## src/ldf_pkg.sv

```systemverilog
package ldf_pkg;

    localparam int unsigned QAw    = 2;
    localparam int unsigned QDepth = 1 << QAw;
    localparam int unsigned QCw    = QAw + 1;

    localparam logic KindData = 1'b0;
    localparam logic KindDrop = 1'b1;

    localparam logic [31:0] MaxPayloadReset = 32'hFFFF_FFFF;

    typedef enum logic [2:0] {
        PhLen0    = 3'd0,
        PhLen1    = 3'd1,
        PhLen2    = 3'd2,
        PhLen3    = 3'd3,
        PhPayload = 3'd4
    } t_phase;

    typedef struct packed {
        logic [7:0]  payload_byte;
        logic        last_byte;
        logic        length_error;
        logic [31:0] packet_length;
    } t_result;

endpackage

```

## src/ldf_front.sv

```systemverilog
module ldf_front (
    input  logic              i_clk,
    input  logic              i_rst_n,
    input  logic              i_accept,
    input  logic              i_kind,
    input  logic [7:0]        i_rx_byte,
    input  logic              i_cfg_write,
    input  logic [31:0]       i_cfg_max_payload,
    output logic              o_push,
    output ldf_pkg::t_result  o_entry
);

    ldf_pkg::t_phase r_phase, n_phase;
    logic [31:0]     r_length, n_length;
    logic [31:0]     r_count, n_count;
    logic [31:0]     r_max;

    logic [31:0] w_byte_ext;
    logic [31:0] w_full_len;
    logic [31:0] w_count_inc;
    logic        w_last;

    assign w_byte_ext  = {24'd0, i_rx_byte};
    assign w_full_len  = {i_rx_byte, r_length[23:0]};
    assign w_count_inc = r_count + 32'd1;
    assign w_last      = (w_count_inc >= r_length);

    always_comb begin
        n_phase = r_phase;
        if (i_accept) begin
            if (i_kind == ldf_pkg::KindDrop) begin
                n_phase = ldf_pkg::PhLen0;
            end else begin
                case (r_phase)
                    ldf_pkg::PhLen0: n_phase = ldf_pkg::PhLen1;
                    ldf_pkg::PhLen1: n_phase = ldf_pkg::PhLen2;
                    ldf_pkg::PhLen2: n_phase = ldf_pkg::PhLen3;
                    ldf_pkg::PhLen3: begin
                        if (w_full_len == 32'd0 || w_full_len > r_max) begin
                            n_phase = ldf_pkg::PhLen0;
                        end else begin
                            n_phase = ldf_pkg::PhPayload;
                        end
                    end
                    ldf_pkg::PhPayload: begin
                        if (w_last) begin
                            n_phase = ldf_pkg::PhLen0;
                        end
                    end
                    default: n_phase = ldf_pkg::PhLen0;
                endcase
            end
        end
    end

    always_comb begin
        o_push                = 1'b0;
        o_entry.payload_byte  = 8'd0;
        o_entry.last_byte     = 1'b0;
        o_entry.length_error  = 1'b0;
        o_entry.packet_length = r_length;
        n_length              = r_length;
        n_count               = r_count;
        if (i_accept) begin
            if (i_kind == ldf_pkg::KindDrop) begin
                n_length = 32'd0;
                n_count  = 32'd0;
            end else begin
                case (r_phase)
                    ldf_pkg::PhLen0: n_length = w_byte_ext;
                    ldf_pkg::PhLen1: n_length = r_length | (w_byte_ext << 8);
                    ldf_pkg::PhLen2: n_length = r_length | (w_byte_ext << 16);
                    ldf_pkg::PhLen3: begin
                        n_count = 32'd0;
                        if (w_full_len != 32'd0 && w_full_len > r_max) begin
                            // Oversized packet: report it and start a fresh header.
                            o_push                = 1'b1;
                            o_entry.length_error  = 1'b1;
                            o_entry.packet_length = w_full_len;
                            n_length              = 32'd0;
                        end else begin
                            n_length = w_full_len;
                        end
                    end
                    ldf_pkg::PhPayload: begin
                        o_push               = 1'b1;
                        o_entry.payload_byte = i_rx_byte;
                        o_entry.last_byte    = w_last;
                        n_count              = w_count_inc;
                    end
                    default: begin
                        n_length = 32'd0;
                        n_count  = 32'd0;
                    end
                endcase
            end
        end
    end

    always_ff @(posedge i_clk) begin
        if (!i_rst_n) begin
            r_phase  <= ldf_pkg::PhLen0;
            r_length <= 32'd0;
            r_count  <= 32'd0;
            r_max    <= ldf_pkg::MaxPayloadReset;
        end else begin
            r_phase  <= n_phase;
            r_length <= n_length;
            r_count  <= n_count;
            if (i_cfg_write) begin
                r_max <= i_cfg_max_payload;
            end
        end
    end

    a_err_restarts: assert property (@(posedge i_clk) disable iff (!i_rst_n)
        (o_push && o_entry.length_error) |=> (r_phase == ldf_pkg::PhLen0 && r_length == 32'd0))
        else $error("length error did not restart the parser");

    a_data_in_payload: assert property (@(posedge i_clk) disable iff (!i_rst_n)
        (o_push && !o_entry.length_error) |-> (r_phase == ldf_pkg::PhPayload))
        else $error("payload item produced outside the payload phase");

endmodule

```

## src/ldf_queue.sv

```systemverilog
module ldf_queue (
    input  logic              i_clk,
    input  logic              i_rst_n,
    input  logic              i_push,
    input  ldf_pkg::t_result  i_entry,
    input  logic              i_pop,
    output logic              o_full,
    output logic              o_valid,
    output ldf_pkg::t_result  o_entry
);

    ldf_pkg::t_result                r_mem [ldf_pkg::QDepth];
    logic [ldf_pkg::QAw-1:0]         r_wr_ptr, n_wr_ptr;
    logic [ldf_pkg::QAw-1:0]         r_rd_ptr, n_rd_ptr;
    logic [ldf_pkg::QCw-1:0]         r_count, n_count;

    logic w_do_push;
    logic w_do_pop;

    assign o_full    = (r_count == ldf_pkg::QCw'(ldf_pkg::QDepth));
    assign o_valid   = (r_count != '0);
    assign o_entry   = r_mem[r_rd_ptr];
    assign w_do_push = i_push && !o_full;
    assign w_do_pop  = i_pop && o_valid;

    always_comb begin
        n_wr_ptr = r_wr_ptr;
        n_rd_ptr = r_rd_ptr;
        n_count  = r_count;
        if (w_do_push) begin
            n_wr_ptr = r_wr_ptr + 1'b1;
        end
        if (w_do_pop) begin
            n_rd_ptr = r_rd_ptr + 1'b1;
        end
        case ({w_do_push, w_do_pop})
            2'b10:   n_count = r_count + 1'b1;
            2'b01:   n_count = r_count - 1'b1;
            default: n_count = r_count;
        endcase
    end

    always_ff @(posedge i_clk) begin
        if (!i_rst_n) begin
            r_wr_ptr <= '0;
            r_rd_ptr <= '0;
            r_count  <= '0;
        end else begin
            r_wr_ptr <= n_wr_ptr;
            r_rd_ptr <= n_rd_ptr;
            r_count  <= n_count;
        end
    end

    always_ff @(posedge i_clk) begin
        if (w_do_push) begin
            r_mem[r_wr_ptr] <= i_entry;
        end
    end

    a_count_bound: assert property (@(posedge i_clk) disable iff (!i_rst_n)
        r_count <= ldf_pkg::QCw'(ldf_pkg::QDepth))
        else $error("queue count beyond its depth");

    a_no_push_full: assert property (@(posedge i_clk) disable iff (!i_rst_n)
        o_full |-> !i_push)
        else $error("item pushed into a full queue");

endmodule

```

## src/ldf_back.sv

```systemverilog
module ldf_back (
    input  logic              i_clk,
    input  logic              i_rst_n,
    input  logic              i_q_valid,
    input  ldf_pkg::t_result  i_q_entry,
    output logic              o_pop,
    input  logic              i_out_stall,
    output logic              o_out_valid,
    output ldf_pkg::t_result  o_out_entry
);

    logic             r_valid, n_valid;
    ldf_pkg::t_result r_entry;

    // The output register reloads whenever it is empty or being taken.
    assign o_pop = i_q_valid && (!r_valid || !i_out_stall);

    always_comb begin
        n_valid = r_valid;
        if (o_pop) begin
            n_valid = 1'b1;
        end else if (!i_out_stall) begin
            n_valid = 1'b0;
        end
    end

    always_ff @(posedge i_clk) begin
        if (!i_rst_n) begin
            r_valid <= 1'b0;
        end else begin
            r_valid <= n_valid;
        end
    end

    always_ff @(posedge i_clk) begin
        if (o_pop) begin
            r_entry <= i_q_entry;
        end
    end

    assign o_out_valid = r_valid;
    assign o_out_entry = r_entry;

    a_pop_fills: assert property (@(posedge i_clk) disable iff (!i_rst_n)
        o_pop |=> r_valid)
        else $error("output register empty after a load");

endmodule

```

## src/length_prefix_deframer_unit.sv

```systemverilog
// Length-prefixed deframer. Each packet on the input byte stream is a
// four-byte little-endian length followed by that many payload bytes.
// Input channel: i_in_valid / o_in_stall with i_kind (0 data byte,
// 1 connection dropped) and i_rx_byte. Output channel: o_out_valid /
// i_out_stall with o_payload_byte, o_last_byte, o_length_error and
// o_packet_length. Header bytes, drops and zero-length packets give no
// item; a length above max_payload gives one error item.
// Configuration: i_cfg_valid / o_cfg_ready with i_cfg_max_payload; ready
// is always high and the register should only be written while idle.
// Throughput is one item per cycle while o_in_stall is low. A result is
// written into the four-entry queue at the edge that accepts its input item
// and then moves through the queue into the output register, from which the
// receiver takes it. When the receiver stalls, the output holds and
// the queue fills; o_in_stall rises once the queue holds four results.
// Synchronous reset clears the parser to await the first length byte,
// empties the queue and sets max_payload to all ones.
module length_prefix_deframer_unit (
    input  logic        i_clk,
    input  logic        i_rst_n,
    input  logic        i_in_valid,
    output logic        o_in_stall,
    input  logic        i_kind,
    input  logic [7:0]  i_rx_byte,
    output logic        o_out_valid,
    input  logic        i_out_stall,
    output logic [7:0]  o_payload_byte,
    output logic        o_last_byte,
    output logic        o_length_error,
    output logic [31:0] o_packet_length,
    input  logic        i_cfg_valid,
    output logic        o_cfg_ready,
    input  logic [31:0] i_cfg_max_payload
);

    logic             w_accept;
    logic             w_push;
    ldf_pkg::t_result w_push_entry;
    logic             w_q_full;
    logic             w_q_valid;
    ldf_pkg::t_result w_q_entry;
    logic             w_pop;
    ldf_pkg::t_result w_out_entry;

    assign o_cfg_ready = 1'b1;
    assign o_in_stall  = w_q_full;
    assign w_accept    = i_in_valid && !w_q_full;

    ldf_front u_front (
        .i_clk             (i_clk),
        .i_rst_n           (i_rst_n),
        .i_accept          (w_accept),
        .i_kind            (i_kind),
        .i_rx_byte         (i_rx_byte),
        .i_cfg_write       (i_cfg_valid),
        .i_cfg_max_payload (i_cfg_max_payload),
        .o_push            (w_push),
        .o_entry           (w_push_entry)
    );

    ldf_queue u_queue (
        .i_clk   (i_clk),
        .i_rst_n (i_rst_n),
        .i_push  (w_push),
        .i_entry (w_push_entry),
        .i_pop   (w_pop),
        .o_full  (w_q_full),
        .o_valid (w_q_valid),
        .o_entry (w_q_entry)
    );

    ldf_back u_back (
        .i_clk       (i_clk),
        .i_rst_n     (i_rst_n),
        .i_q_valid   (w_q_valid),
        .i_q_entry   (w_q_entry),
        .o_pop       (w_pop),
        .i_out_stall (i_out_stall),
        .o_out_valid (o_out_valid),
        .o_out_entry (w_out_entry)
    );

    assign o_payload_byte  = w_out_entry.payload_byte;
    assign o_last_byte     = w_out_entry.last_byte;
    assign o_length_error  = w_out_entry.length_error;
    assign o_packet_length = w_out_entry.packet_length;

endmodule

```

## config.mk

```make
export PLATFORM = sky130hd
export DESIGN_NAME = length_prefix_deframer_unit
export DESIGN_NICKNAME = d
export VERILOG_FILES = /design/src/ldf_pkg.sv /design/src/ldf_front.sv /design/src/ldf_queue.sv /design/src/ldf_back.sv /design/src/length_prefix_deframer_unit.sv
export SDC_FILE = /design/constraint.sdc
export NUM_CORES = 1
export LEC_CHECK = 0
export CORE_MARGIN = 8
export CORE_UTILIZATION = 65
export DETAILED_ROUTE_END_ITERATION = 6
export DONT_BUFFER_PORTS = 1
export PLACE_DENSITY = 0.81
export SLEW_MARGIN = 40
export SYNTH_ARGS = -nofsm -noshare
export SYNTH_HDL_FRONTEND = slang
export SYNTH_SLANG_ARGS = --single-unit
export TNS_END_PERCENT = 30
```

## constraint.sdc

```tcl
create_clock -name i_clk -period 6.56 [get_ports i_clk]
set_clock_uncertainty 0.2 [all_clocks]
set_input_delay 0.328 -clock i_clk [delete_from_list [all_inputs] [get_ports i_clk]]
set_output_delay 0.328 -clock i_clk [all_outputs]
set_load 0.05 [all_outputs]
```

; Yosys cells after proc, flatten, opt, wreduce, memory -nomap -nowiden
; Memories as Yosys holds them, arrays and structs flattened. A register that Yosys moved wholly into a read port is not among the register bits.
; Index checks and enable logic that the tools add are counted.
[word_totals]
ff_bits = 107
memories = 1
elab_cells = 74
mem_bits_rw = 168
[mem_list]
columns = memory, words, word_bits, rd, rd_clocked_by_memory_dff, wr, line_no
row1 = u_queue.r_mem, 4, 42, 1, 1, 1, ldf_queue.sv:12  ; ldf_pkg::t_result r_mem [ldf_pkg::QDepth];
[classes]
reduce_logical = 20
eq_ne = 12
muxes = 23
bitwise_logic = 2
add_sub_neg = 5
order_cmp = 2
[ops]
columns = cell, count
row1 = case mux 32 bit (5 select lines), 1
row2 = two-way mux 32 bit, 3
row3 = two-way mux 42 bit, 2
row4 = two-way mux 33 bit, 2
row5 = case mux 32 bit (2 select lines), 1
row6 = adder 32 x 1 -> 32 bit (second input constant), 1
row7 = greater-or-equal comparator 32 bit, 1
row8 = > comparator 32 bit, 1
row9 = logical NOT 32 bit, 1
row10 = bitwise OR 32 x 16 -> 32 bit, 1
row11 = bitwise OR 32 x 24 -> 32 bit, 1
row12 = nonzero test 32 bit, 1
row13 = case mux 3 bit (5 select lines), 1
row14 = two-way mux 3 bit, 3
row15 = two-way mux 9 bit, 1
row16 = two-way mux 1 bit, 7
row17 = == test 3 x 2 -> 1 bit (second input constant), 2
row18 = == test 3 bit (second input constant), 2
row19 = != test 3 x 2 -> 1 bit (second input constant), 2
row20 = case mux 3 bit (2 select lines), 1
row21 = AND reduction 2 bit, 3
row22 = logical AND 1 bit, 5
row23 = adder 2 x 1 -> 2 bit (second input constant), 2
row24 = != test 2 x 1 -> 1 bit (second input constant), 2
row25 = other kinds (14), 17

; Logic depth before layout (Yosys ltp)
[depth]
depth_word = 9
mapped_depth = 15
ltp_nobuf = 15

; Modules after synthesis
; A second synthesis with hierarchy kept.
[unflattened]
cells_unflattened = 1139
hier_area_um2 = 14380.0
[by_module_without_submodules]
columns = module, seq_area_each_um2, cells_each, instances, area_each_um2
row1 = ldf_queue, 5225.0, 272, 1, 6611.3
row2 = ldf_front, 1981.9, 818, 1, 6443.7
row3 = ldf_back, 1281.2, 46, 1, 1300.0
row4 = length_prefix_deframer_unit, 0.0, 3, 1, 25.0

; Worst setup path after synthesis
; OpenSTA, ideal clock, no wires.
[synth_timing]
kind = register to register
start = reg u_back.r_valid, in the netlist u_back.o_out_valid
end = reg u_queue.r_count[2] (netlist name)
n_path_buf = 0
setup_slack_ns = 2.085
t_arrival_ns = 4.204
path_stages_with_launch = 8
period_less_slack_ns = 4.475
t_required_ns = 6.290
cell_sequence = dfxtp_1 > a21oi_1 > ha_1 > inv_1 > fa_1 > xor2_1 > or3_1 > a21oi_1
[synth_between]
elab_chain_len = 6
[synth_lines]
columns = element, line_no
row1 = "start, declared", ldf_back.sv:12  ; logic r_valid, n_valid;
row2 = "start signal, assigned", ldf_back.sv:31  ; r_valid <= n_valid;
row3 = logical NOT 1 bit *, ldf_back.sv:16  ; assign o_pop = i_q_valid && (!r_valid || !i_out_stall);
row4 = logical OR 1 bit *, ldf_back.sv:16
row5 = logical AND 1 bit *, ldf_back.sv:16
row6 = logical AND 1 bit *, ldf_queue.sv:24  ; assign w_do_pop = i_pop && o_valid;
row7 = == test 2 x 1 -> 1 bit or == test 2 bit (tied branches), ldf_queue.sv:36  ; case ({w_do_push, w_do_pop})
row8 = case mux 3 bit (2 select lines) or nonzero test 2 bit (tied branches), --
row9 = "end signal, assigned", ldf_queue.sv:51  ; r_count <= n_count;
row10 = "end, declared", ldf_queue.sv:15  ; logic [ldf_pkg::QCw-1:0] r_count, n_count;
; Every way passes the cells marked *; elsewhere a longest branch is shown, timed or not.
; A chain may end at the register's enable or synchronous reset.

==> results.txt <==
The flow ran to the end, but the final reports show violations. The final reports fail on DRC. The share of final-layout standard cells stronger than drive strength 1 is about 11%.

The hold violation total from the final report is 0. The initial antenna violation count came out at 2. The weighted congestion at the end of routability-driven global placement came out at ~0.9. The power per cell area came out at approximately 340 nW/um2. The final cell area excluding filler cells came out at around 16,000 um2.

The largest fanout of any net on the critical path is 8. The number of pins exceeding their max-slew limit in the final report came to 0. Gates resized during post-CTS repair numbered 0.

The number of H-tree branching levels is 1. In the post-synthesis netlist, the biggest area contributors are sky130_fd_sc_hd__edfxtp_1 45%, sky130_fd_sc_hd__dfxtp_1 15%, sky130_fd_sc_hd__mux4_2 6.8%. The effective utilization at floorplan came out at about two thirds.

The placed standard-cell area came out at about 14,000 um2. Setup repair after global routing left no endpoint under its margin. In this run the remaining antenna-violating nets after routing total 0.

The number of cells produced by synthesis is ~1,100. The buffer type at the clock tree root is sky130_fd_sc_hd__clkbuf_16. In the synthesized netlist the dominant register cell turns out to be sky130_fd_sc_hd__edfxtp_1. The via density per instance came out at 6.58.

The largest total area in the synthesized netlist belongs to sky130_fd_sc_hd__edfxtp_1. After floorplanning, the core was divided into between 50 and 60 placement rows. The growth of design area from synthesis to finish is 16.4%. Setup violations remaining at the end of the flow were counted as 0. The path category of the worst min-delay check is input pin to flop. The final route contains about 9,700 vias.

The slack of the worst reg-to-reg path is ~2200 ps. The minimum clock period after layout came out at about 4400 ps. The die covers between 20,000 and 30,000 um2.

The vertical die dimension is between 150 and 200 um. The pin count of the biggest net entering global routing is 63. The register bit count reported by yosys is roughly 320. The power consumption came out at ~5500 uW. The maximum frequency from static timing analysis came out at 0.229 GHz.

The first detailed-routing pass ran for 7 iterations. The final routed wire length divided by cell count came out at between 20 and 30 um. The commonest non-fill, non-tap cell in the layout is sky130_fd_sc_hd__edfxtp_1. The TritonCTS clock tree is done. The relative max-transition margin is 53.9%. The capturing point of the worst reg2reg path is u_queue.r_mem[1][33].

The core region area came out at 21,000 um2. The startpoint identified for the worst hold timing path is i_kind. The final routed DRC violation total is 2. Data on the critical path arrives at its endpoint at between 4000 and 5000 ps. The net count after synthesis came out at about 1,200. The slew at the pin closest to its max-slew limit is between 600 and 700 ps. The HPWL reported at the end of detailed placement came out at roughly 20,000 um. In this run the cell area of the synthesized design comes to 13,900 um2.

The clock buffer count from CTS is 30. The post-placement cell count came out at ~1,300. The utilization after layout came out at between 70 and 80%. The number of top-level pins is 91. The total number of clock tree sinks is 317.

The fraction of the cycle the final worst path needs is around two thirds. The unique cell type count in the Yosys netlist came out at 63. The setup path with the least slack is of type flop to flop. Clock-pin slew was measured on the worst setup and hold paths at 60 ps.

The worst hold path was traced through 3 stages. In the layout the commonest cells are 210 x sky130_fd_sc_hd__edfxtp_1, 105 x sky130_fd_sc_hd__dfxtp_1, 101 x sky130_fd_sc_hd__dlygate4sd3_1. The number of enable flip-flop cells after synthesis is 210.

Walking the worst path, the cells encountered are nand4_1 -> nor3_1 -> nand3_1 -> nor2_1 -> xor2_1 -> ha_1 -> a21o_1 -> a21o_1 -> a221oi_1 -> nor3_1 -> a2111oi_1 -> a21oi_1. The slowest stage of the critical path is the sky130_fd_sc_hd__a2111oi_1 cell. The largest single stage delay on the critical path is approximately 660 ps.

The startpoint identified for the worst register-to-register timing path is u_front.r_count[7]. The number of max-capacitance violations reported came out at 0. The wire length of the first global-routing pass is 58,200 um. The leakage component of the power came out at roughly 0.0059 uW.

The clock latency reported for the late side of the worst-skew pair came out at about 550 ps. The share of the Yosys chip area taken by registers is between 60% and 70%. The width of the die is 162 um. The launching element type of the critical path is a flop. The final wirelength came out at between 30,000 and 40,000 um. The global router's overall resource usage came out at 28.9%. The fraction of post-synthesis cell area in the top cell type by area came out at between 40% and 50%. The number of global-route vias before repair is 9,564. The number of warnings reported in the yosys synthesis log is 0. The buffer depth of the longest clock path is 3. The final setup TNS is 0 ps. The end of the worst hold path is u_front.r_length[31]. Global routing finished with a remaining overflow of 0. The post-synthesis average cell area came out at between 10 and 15 um2. The final standard cell count with taps included and fillers excluded is around 1,500. Across the VDD grid, the largest voltage drop is approximately 0.18 mV. The required arrival time at the worst endpoint came out at 6580 ps.

Measured in cells, the most critical reg-to-reg path has a length of 12. The first routing iteration left between 1,000 and 1,500 violations. The number of nets in the finished design came out at roughly 1,300. In the synthesized netlist the async set-or-reset flop fraction comes to 0%. STA classifies the critical path endpoint as a flop.

The quantity of I/O buffers inserted on ports came out at 0.
## area by class of cell
| class | instances | area, um2 |
|---|---|---|
| flip-flops and latches | 317 | 8450 |
| multi-input cells | 632 | 5010 |
| fillers | 1132 | 4810 |
| repair buffers | 110 | 1110 |
| clock buffers | 42 | 857 |
| well taps | 275 | 344 |
| inverters | 75 | 282 |
| clock inverters | 14 | 148 |
| diodes | 2 | 5.00 |
## power by group
group	switching [uW]	leakage (uW)	internal (uW)
Clock	747	0.000485	1030
Sequential	630	0.00286	2400
Combinational	429	0.00253	296
Total	1800	0.00587	3720
## cell usage after synthesis (12+ instances only)
cell type                  instances
sky130_fd_sc_hd__a21o_1           12
sky130_fd_sc_hd__a21oi_1          60
sky130_fd_sc_hd__and2_1           13
sky130_fd_sc_hd__clkbuf_1         32
sky130_fd_sc_hd__dfxtp_1         107
sky130_fd_sc_hd__edfxtp_1        210
sky130_fd_sc_hd__ha_1             70
sky130_fd_sc_hd__inv_1            74
sky130_fd_sc_hd__mux4_2           42
sky130_fd_sc_hd__nand2_1          80
sky130_fd_sc_hd__nand3_1          26
sky130_fd_sc_hd__nand4_1          22
sky130_fd_sc_hd__nor2_1           37
sky130_fd_sc_hd__nor2b_1          23
sky130_fd_sc_hd__nor3_1           18
sky130_fd_sc_hd__o211ai_1         33
sky130_fd_sc_hd__o21ai_0          44
sky130_fd_sc_hd__xnor2_1          21
sky130_fd_sc_hd__xor2_1           14
## state kept, by name, indices dropped and copies added, names as in the netlist
signal	flops
u_queue.r_mem	168
u_back.o_out_entry	42
u_front.r_count	32
u_front.r_length	32
u_front.r_max	32
u_front.r_phase	3
u_queue.r_count	3
u_queue.r_rd_ptr	2
u_queue.r_wr_ptr	2
u_back.o_out_valid	1
## worst max path at each step
| stage | depth (start not counted) | slack (ps) | to | from |
|---|---|---|---|---|
| floorplan | 7 | 2090 | u_queue.r_count[2] | u_back.o_out_valid |
| CTS | 12 | 2160 | u_queue.r_mem[1][33] | u_front.r_count[7] |
| finish | 12 | 2190 | u_queue.r_mem[1][33] | u_front.r_count[7] |
| global placement | 12 | 2350 | u_queue.r_mem[0][33] | u_front.r_count[7] |
| detailed placement | 12 | 2200 | u_queue.r_mem[0][33] | u_front.r_count[7] |
| global route | 12 | 1840 | u_queue.r_mem[0][33] | u_front.r_count[7] |
## stage by stage
stage / setup WS, ps / hold slack [ps]
2_1_floorplan: 2090 / 248
3_3_place_gp: 2350 / 200
3_5_place_dp: 2200 / 205
4_1_cts: 2160 / 8.33
5_1_grt: 1840 / 39.1
6_report: 2190 / 23.7
## critical path, delay by kind of cell (launching register included)
| family | cells | cell delay [ps] |
|---|---|---|
| AO/OA/AOI/OAI | 5 | 1610 |
| AND/OR/NAND/NOR | 5 | 1310 |
| flip-flops | 1 | 430 |
| adder cells (fa/ha/maj) | 1 | 280 |
| XOR/XNOR | 1 | 230 |
## timing repair
item,CTS,global route
hold endpoints to repair,159,0
buffers inserted,0,0
hold buffers,103,0
## layer usage
metal	part of all wire (%)	routed length [um]	up-vias	GRT usage [%]
met3	8.7	3300	128	5.16
met1	38	14500	4733	36.3
met2	49	18700	576	48.8
met5	0	0	-	0
li1	-	-	4213	-
met4	4.2	1590	0	11.6
## cell families after synthesis
family / share of synthesized area [%]
compound gates: 10.2
flops: 60.6
mux: 7.58
other cells: 0.0269
fa+ha+maj: 6.43
simple gates: 9.40
buf+inv: 3.56
xor+xnor: 2.20
Note: power is estimated with default switching activity, not from simulation.
